==> src/hw/rtl/mac_address_text_parser_macros.svh <==
// Assertion macros for the hardware address text parser
`ifndef MAC_ADDRESS_TEXT_PARSER_MACROS_SVH
`define MAC_ADDRESS_TEXT_PARSER_MACROS_SVH

`ifndef ASSERT_OFF
// property must hold at every rising clock edge outside reset
`define MAP_ASSERT(label, clk, rstn, prop, msg) \
    label: assert property (@(posedge clk) disable iff (!(rstn)) (prop)) else $error(msg);
// condition must never be true outside reset
`define MAP_NEVER(label, clk, rstn, cond, msg) \
    label: assert property (@(posedge clk) disable iff (!(rstn)) !(cond)) else $error(msg);
`else
`define MAP_ASSERT(label, clk, rstn, prop, msg)
`define MAP_NEVER(label, clk, rstn, cond, msg)
`endif

`endif

==> src/hw/rtl/mac_parse_pkg.sv <==
// Types, constants and character decode for the hardware address text parser
package mac_parse_pkg;

    localparam int unsigned CHAR_W    = 8;
    localparam int unsigned ADDR_W    = 48;
    localparam int unsigned NIBBLE_W  = 4;
    localparam int unsigned LEN_W     = 4;
    localparam int unsigned GCOUNT_W  = 3;
    localparam int unsigned GDIGIT_W  = 2;

    localparam logic [CHAR_W-1:0] CHAR_COLON = 8'h3A;
    localparam logic [CHAR_W-1:0] CHAR_DASH  = 8'h2D;

    localparam logic [NIBBLE_W-1:0] ADDR_NIBBLES = 4'd12;
    localparam logic [LEN_W-1:0]    LEN_PLAIN    = 4'd12;
    localparam logic [LEN_W-1:0]    LEN_DASHED   = 4'd13;
    localparam logic [LEN_W-1:0]    DASH_POS     = 4'd6;
    localparam logic [LEN_W-1:0]    LEN_SAT      = 4'd14;
    localparam logic [GCOUNT_W-1:0] GCOUNT_SAT   = 3'd7;
    localparam logic [GDIGIT_W-1:0] GDIGIT_SAT   = 2'd3;
    localparam logic [GDIGIT_W-1:0] GDIGIT_MAX   = 2'd2;
    localparam logic [GCOUNT_W:0]   GROUPS_REQ   = 4'd6;

    typedef enum logic [1:0] {
        SEP_NONE  = 2'd0,
        SEP_COLON = 2'd1,
        SEP_DASH  = 2'd2
    } sep_kind_t;

    typedef struct packed {
        logic                ok;
        logic [NIBBLE_W-1:0] value;
    } hex_digit_t;

    typedef struct packed {
        logic              valid_res;
        logic [ADDR_W-1:0] mac_addr;
    } result_t;

    function automatic hex_digit_t hex_decode(input logic [CHAR_W-1:0] c);
        hex_digit_t d;
        d.ok    = 1'b1;
        d.value = '0;
        if (c >= 8'h30 && c <= 8'h39) begin
            d.value = NIBBLE_W'(c - 8'h30);
        end else if (c >= 8'h61 && c <= 8'h66) begin
            d.value = NIBBLE_W'(c - 8'h57);
        end else if (c >= 8'h41 && c <= 8'h46) begin
            d.value = NIBBLE_W'(c - 8'h37);
        end else begin
            d.ok = 1'b0;
        end
        return d;
    endfunction

endpackage

==> src/hw/rtl/mac_address_text_parser.sv <==
// Hardware address text parser: characters in, validity flag and 48-bit address out
//
//  channel | dir | tdata            | tuser     | tlast
//  s_      | in  | [7:0] ch         | -         | terminator
//  m_      | out | [47:0] mac_addr  | valid_res | -
//
//  One character per cycle while s_tready is high; a terminator's result goes to the output register or skid entry.
//  Character state updates in the cycle of the transfer, so strings run back to back.
//  Result path: output register plus one skid entry; s_tready drops only when both are full.
//  aresetn (synchronous) clears parse state and the valid flags of both result slots.
`include "mac_address_text_parser_macros.svh"

module mac_address_text_parser (
    input  logic        aclk,
    input  logic        aresetn,
    input  logic        s_tvalid,
    output logic        s_tready,
    input  logic [7:0]  s_tdata,   // [7:0] ch
    input  logic        s_tlast,
    output logic        m_tvalid,
    input  logic        m_tready,
    output logic [47:0] m_tdata,   // [47:0] mac_addr
    output logic        m_tuser    // [0] valid_res
);

    logic [mac_parse_pkg::NIBBLE_W-1:0] nibble_count_reg, nibble_count_next;
    logic                               char_fail_reg, char_fail_next;
    logic [mac_parse_pkg::ADDR_W-1:0]   addr_shift_reg, addr_shift_next;
    logic [mac_parse_pkg::LEN_W-1:0]    length_count_reg, length_count_next;
    logic                               dash_at_six_reg, dash_at_six_next;
    mac_parse_pkg::sep_kind_t           sep_kind_reg, sep_kind_next;
    logic [mac_parse_pkg::GCOUNT_W-1:0] group_count_reg, group_count_next;
    logic [mac_parse_pkg::GDIGIT_W-1:0] group_digits_reg, group_digits_next;
    logic                               group_fail_reg, group_fail_next;

    logic                  out_valid_reg, out_valid_next;
    mac_parse_pkg::result_t out_reg, out_next;
    logic                  skid_valid_reg, skid_valid_next;
    mac_parse_pkg::result_t skid_reg, skid_next;

    logic                         in_xfer;
    logic                         push;
    logic                         pop;
    logic                         is_sep;
    mac_parse_pkg::sep_kind_t     kind;
    mac_parse_pkg::hex_digit_t    digit;
    logic [mac_parse_pkg::GCOUNT_W:0] groups;
    logic                         accept_ok;
    mac_parse_pkg::result_t       result;

    assign s_tready = !skid_valid_reg;
    assign in_xfer  = s_tvalid && s_tready;
    assign push     = in_xfer && s_tlast;
    assign pop      = out_valid_reg && m_tready;

    assign is_sep = (s_tdata == mac_parse_pkg::CHAR_COLON) ||
                    (s_tdata == mac_parse_pkg::CHAR_DASH);
    assign kind   = (s_tdata == mac_parse_pkg::CHAR_COLON) ? mac_parse_pkg::SEP_COLON
                                                           : mac_parse_pkg::SEP_DASH;
    assign digit  = mac_parse_pkg::hex_decode(s_tdata);

    assign groups = {1'b0, group_count_reg} +
                    {{mac_parse_pkg::GCOUNT_W{1'b0}}, (group_digits_reg != '0)};
    assign accept_ok = !char_fail_reg &&
                       (nibble_count_reg == mac_parse_pkg::ADDR_NIBBLES) &&
                       ((length_count_reg == mac_parse_pkg::LEN_PLAIN) ||
                        ((length_count_reg == mac_parse_pkg::LEN_DASHED) && dash_at_six_reg) ||
                        (!group_fail_reg && (groups == mac_parse_pkg::GROUPS_REQ)));

    always_comb begin
        result.valid_res = accept_ok;
        result.mac_addr  = accept_ok ? addr_shift_reg : '0;
    end

    // parse state
    always_comb begin
        nibble_count_next = nibble_count_reg;
        char_fail_next    = char_fail_reg;
        addr_shift_next   = addr_shift_reg;
        length_count_next = length_count_reg;
        dash_at_six_next  = dash_at_six_reg;
        sep_kind_next     = sep_kind_reg;
        group_count_next  = group_count_reg;
        group_digits_next = group_digits_reg;
        group_fail_next   = group_fail_reg;
        if (in_xfer) begin
            if (s_tlast) begin
                nibble_count_next = '0;
                char_fail_next    = 1'b0;
                addr_shift_next   = '0;
                length_count_next = '0;
                dash_at_six_next  = 1'b0;
                sep_kind_next     = mac_parse_pkg::SEP_NONE;
                group_count_next  = '0;
                group_digits_next = '0;
                group_fail_next   = 1'b0;
            end else begin
                if (is_sep) begin
                    if (length_count_reg == mac_parse_pkg::DASH_POS &&
                        kind == mac_parse_pkg::SEP_DASH) begin
                        dash_at_six_next = 1'b1;
                    end
                    if (sep_kind_reg == mac_parse_pkg::SEP_NONE) begin
                        sep_kind_next = kind;
                    end else if (sep_kind_reg != kind) begin
                        group_fail_next = 1'b1;
                    end
                    if (group_digits_reg == '0) begin
                        group_fail_next = 1'b1;
                    end
                    if (group_count_reg != mac_parse_pkg::GCOUNT_SAT) begin
                        group_count_next = group_count_reg + 1'b1;
                    end
                    group_digits_next = '0;
                end else if (digit.ok) begin
                    if (nibble_count_reg >= mac_parse_pkg::ADDR_NIBBLES) begin
                        char_fail_next = 1'b1;
                    end else begin
                        addr_shift_next   = {addr_shift_reg[mac_parse_pkg::ADDR_W-5:0],
                                             digit.value};
                        nibble_count_next = nibble_count_reg + 1'b1;
                    end
                    if (group_digits_reg != mac_parse_pkg::GDIGIT_SAT) begin
                        group_digits_next = group_digits_reg + 1'b1;
                    end
                    if (group_digits_next > mac_parse_pkg::GDIGIT_MAX) begin
                        group_fail_next = 1'b1;
                    end
                end else begin
                    char_fail_next  = 1'b1;
                    group_fail_next = 1'b1;
                end
                if (length_count_reg != mac_parse_pkg::LEN_SAT) begin
                    length_count_next = length_count_reg + 1'b1;
                end
            end
        end
    end

    // result register and skid entry
    always_comb begin
        out_valid_next  = out_valid_reg;
        out_next        = out_reg;
        skid_valid_next = skid_valid_reg;
        skid_next       = skid_reg;
        if (!out_valid_reg || pop) begin
            if (skid_valid_reg) begin
                out_valid_next  = 1'b1;
                out_next        = skid_reg;
                skid_valid_next = 1'b0;
            end else begin
                out_valid_next = push;
                out_next       = result;
            end
        end else if (push) begin
            skid_valid_next = 1'b1;
            skid_next       = result;
        end
    end

    always_ff @(posedge aclk) begin
        if (!aresetn) begin
            nibble_count_reg <= '0;
            char_fail_reg    <= 1'b0;
            addr_shift_reg   <= '0;
            length_count_reg <= '0;
            dash_at_six_reg  <= 1'b0;
            sep_kind_reg     <= mac_parse_pkg::SEP_NONE;
            group_count_reg  <= '0;
            group_digits_reg <= '0;
            group_fail_reg   <= 1'b0;
            out_valid_reg    <= 1'b0;
            skid_valid_reg   <= 1'b0;
        end else begin
            nibble_count_reg <= nibble_count_next;
            char_fail_reg    <= char_fail_next;
            addr_shift_reg   <= addr_shift_next;
            length_count_reg <= length_count_next;
            dash_at_six_reg  <= dash_at_six_next;
            sep_kind_reg     <= sep_kind_next;
            group_count_reg  <= group_count_next;
            group_digits_reg <= group_digits_next;
            group_fail_reg   <= group_fail_next;
            out_valid_reg    <= out_valid_next;
            skid_valid_reg   <= skid_valid_next;
        end
    end

    always_ff @(posedge aclk) begin
        out_reg  <= out_next;
        skid_reg <= skid_next;
    end

    assign m_tvalid = out_valid_reg;
    assign m_tdata  = out_reg.mac_addr;
    assign m_tuser  = out_reg.valid_res;

    `MAP_NEVER(a_skid_without_out, aclk, aresetn, skid_valid_reg && !out_valid_reg, "skid entry held while output register empty")
    `MAP_ASSERT(a_invalid_zero_addr, aclk, aresetn, (m_tvalid && !m_tuser) |-> (m_tdata == '0), "rejected string carries a non-zero address")
    `MAP_NEVER(a_nibble_bound, aclk, aresetn, nibble_count_reg > mac_parse_pkg::ADDR_NIBBLES, "nibble count beyond twelve")
    `MAP_ASSERT(a_term_clears, aclk, aresetn, push |=> (nibble_count_reg == '0 && length_count_reg == '0 && group_count_reg == '0), "parse state not cleared after terminator")
    `MAP_ASSERT(a_skid_fill, aclk, aresetn, (push && out_valid_reg && !m_tready) |=> skid_valid_reg, "result lost while output stalled")

endmodule
==> config.mk <==
export PLATFORM = sky130hd
export DESIGN_NAME = mac_address_text_parser
export DESIGN_NICKNAME = d
export VERILOG_FILES = /design/src/hw/rtl/mac_parse_pkg.sv /design/src/hw/rtl/mac_address_text_parser.sv
export VERILOG_INCLUDE_DIRS = /design/src /design/src/hw/rtl
export SDC_FILE = /design/constraint.sdc
export NUM_CORES = 1
export LEC_CHECK = 0
export BUFFER_PORTS_ARGS = -buffer_cell sky130_fd_sc_hd__buf_4
export CAP_MARGIN = 0
export CELL_PAD_IN_SITES_DETAIL_PLACEMENT = 0
export CELL_PAD_IN_SITES_GLOBAL_PLACEMENT = 2
export CORE_MARGIN = 10
export CORE_UTILIZATION = 39
export CTS_CLUSTER_SIZE = 12
export DETAILED_ROUTE_END_ITERATION = 10
export GPL_ROUTABILITY_DRIVEN = 0
export PLACE_DENSITY_LB_ADDON = 0.1
export SLEW_MARGIN = 20
export SYNTH_ARGS = -nofsm -noshare
export SYNTH_HDL_FRONTEND = slang
export SYNTH_SLANG_ARGS = --single-unit
export TNS_END_PERCENT = 1
==> constraint.sdc <==
create_clock -name aclk -period 5.15 [get_ports aclk]
set_input_delay 0.515 -clock aclk [delete_from_list [all_inputs] [get_ports aclk]]
set_output_delay 0.515 -clock aclk [all_outputs]
set_load 0.05 [all_outputs]
==> run_results.csv <==
group,metric,value,unit
floorplan,placeableCoreArea,16700,um^2
clocking,cts_hold_buf,0,
hold_path,hold_class,"input pin to flop",
final_layout,layout.cells.non_filler,863,
clocking,root_buffer,"clkbuf_16",
critical_path,worstPathMaxFanout,98,
detailed_routing,wl_per_cell,15.98,um
timing,setup_violations,0,
final_layout,nNetsFinal,657,
final_layout,layout-drive-gt1-share,16.95,%
synth,netlist_area,6696,um^2
grt,antenna_found_initial,0,
grt,grt_util_met2,18.92,%
critical_path,crit_type,"flop to flop",
placed_design,port_buffers,63,
floorplan,num_rows,47,
grt,grt_usage,12.40,%
clocking,cts_resized,0,
clocking,clkLatencyLatePin,0.42,ns
final_layout,syn2layout_area_growth,17.62,%
grt,grtUsageMet1,16.41,%
critical_path,arrival,3.33,ns
pwr,p_clk_share,42.1,%
pwr,p_seq_share,52.3,%
critical_path,cp.required,5.35,ns
timing,clock.fmax,0.3192,GHz
placed_design,place_hpwl,8.581,mm
synth,synth-edff-count,98,
detailed_routing,drtIter0Drc,312,
floorplan,start_util,40.10,%
floorplan,die_y,151.0,um
timing,worst_clock_skew,0.009517,ns
floorplan,dieWidth,151.0,um
pwr,vdd_ir_drop_max,0.0002359,V
pwr,power_density,347.2,nW/um^2
detailed_routing,wirelength,13.79,mm
pwr,sw_frac_of_total,22.58,%
synth,ys_warn_count,0,
clocking,clk_pin_slew_worst_paths,0.06,ns
timing,min_period_over_period,60.83,%
timing,setup_slack,2.017,ns
final_layout,antennaDiodeCount,0,
synth,seq_area_frac_synth,64.28,%
clocking,htreeDepth,4,
clocking,cts_tree,"yes",
timing,worst_pin_slew,1.078,ns
detailed_routing,routed_via_density,4.970,
timing,rsz0062_at_grt,"no",
clocking,cts_sinks,166,
detailed_routing,drtPass1Iterations,4,
synth,syn_area_per_cell,11.55,um^2
placed_design,dpl_worst_slack,1.985,ns
timing,hold-worst-slack,0.3928,ns
flow_run,drv_cap,0,
timing,max-slew-margin-rel,28.15,%
pwr,combPwrFrac,5.6,%
timing,slew_violations,0,
synth,synth_area_leaders,"edfxtp_1 44%, dfxtp_1 20%, a22o_1 6.1%, o31ai_1 5.7%, nand2_1 3.5%",
synth,synth_fp_nets,607,
synth,synth-async-reset-ratio,0,%
final_layout,largest_register_ffs,49,
grt,grt_max_degree,103,
grt,first_global_vias,4273,
pwr,leakage,2.719,nW
synth,synth_cell_types,52,
timing,min_period,3.133,ns
synth,dominantRegCellSynth,"edfxtp_1",
timing,hold_viol,0,
grt,grt_overflow_total,0,
synth,ys_ff_latch,166,
detailed_routing,drc_errors,0,
critical_path,crit_path_start_kind,"flop",
final_layout,finalCoreUtilization,47.16,%
placed_design,dp.cells,831,
grt,grtUsageMet3,3.938,%
clocking,numCtsBuffers,17,
critical_path,cp-end-kind,"flop",
timing,fin_tns_setup,0,ns
status,outcome,"completed",
synth,synthCells,580,
floorplan,die-area,22810,um^2
clocking,cts_buffer_depth,2,
clocking,post_cts_buffers,0,
grt,grt_pass1_wl,22.52,mm
pwr,switchingPower,0.6175,mW
synth,yosys.area.top_type_share,43.95,%
floorplan,ios,64,
pwr,p_int,2.117,mW
detailed_routing,via_count,4289,
grt,grt_busiest_layer,"met2",
detailed_routing,antenna_left,0,
synth,yosysTopAreaCell,"edfxtp_1",
[layout make-up]
| class | instances | area (um^2) |
|---|---|---|
| inverter | 60 | 225.2 |
| fill | 1567 | 8825 |
| tap | 220 | 275.3 |
| timing repair buffer | 66 | 495.5 |
| clock inverter | 7 | 47.55 |
| sequential | 166 | 4308 |
| multi-input combinational | 319 | 2039 |
| clock buffer | 25 | 485.5 |
[cell usage after synthesis, types with 2 or more instances]
library cell,number
edfxtp_1,98
dfxtp_1,68
nand2_1,63
nor2_1,60
inv_1,59
o31ai_1,51
a22o_1,47
clkbuf_1,27
ha_1,14
o21ai_0,10
a21oi_1,9
nand3_1,8
a31oi_1,4
buf_4,4
nand3b_1,4
or2_2,4
nand2b_1,3
nor2b_1,3
nor3_1,3
o2bb2ai_1,3
buf_1,2
buf_2,2
mux2i_1,2
nor3b_1,2
or3_1,2
xor2_1,2
[logic make-up after synthesis]
group,after synthesis,synth area share [%]
buffers and inverters,95,5.587
DFF,166,64.28
AOI/OAI and AO/OA,139,15.88
and+or+nand+nor,161,10.91
muxes,3,0.4671
xor gates and xnor gates,2,0.2616
adders and majority gates,14,2.616
[cell usage in the layout (no fill, tap or decap), types with 2 or more instances in the layout]
cell type / n
a21oi_1: 9
a22o_1: 46
a31oi_1: 4
buf_4: 66
clkbuf_1: 5
clkbuf_16: 17
clkbuf_8: 3
clkinv_2: 3
clkinvlp_4: 2
dfxtp_1: 67
edfxtp_1: 98
ha_1: 14
inv_1: 59
mux2i_1: 2
nand2_1: 63
nand2b_1: 2
nand3_1: 8
nand3b_1: 4
nor2_1: 59
nor2b_1: 3
nor3_1: 3
nor3b_1: 2
o21ai_0: 10
o2bb2ai_1: 3
o31ai_1: 51
or2_2: 4
or3_1: 2
or4b_4: 2
xor2_1: 2
[metrics by stage]
step	total power, mW	area (um^2)
floorplan	1.563	6696
global placement	1.614	7343
detailed placement	1.616	7343
CTS	2.770	7876
global route	2.835	7876
finish	2.735	7876
[final timing paths]
path                       start  slack, ns  cells past startpoint             endpoint
min reg2reg  nibble_count_reg[3]       0.48                      2  nibble_count_reg[3]
max reg2reg  group_digits_reg[0]       2.02                      8          m_tdata[12]
max          group_digits_reg[0]       2.02                      8          m_tdata[12]
min                      aresetn       0.39                      3   group_count_reg[2]
[power by group through the flow]
stage | clock network, mW | logic (mW) | registers (mW)
final | 1.15 | 0.153 | 1.43
after global routing | 1.24 | 0.165 | 1.43
after CTS | 1.18 | 0.156 | 1.43
after detailed placement | 0 | 0.156 | 1.46
after global placement | 0 | 0.155 | 1.46
after floorplan | 0 | 0.0467 | 1.52
[per-layer routing]
metal	vias up	routed length, um
li1	2180	-
met1	2037	6744
met2	64	6278
met3	8	650
met4	0	119
met5	-	0
[critical path, stage by stage (launching register included)]
cell	delay (ns)
dfxtp_1	0.32
or2_2	0.32
ha_1	0.20
ha_1	0.19
nor2b_1	0.11
a21oi_1	0.09
o22a_1	0.23
or4b_4	0.94
o31ai_1	0.49
(Power assumes the default switching activity.)
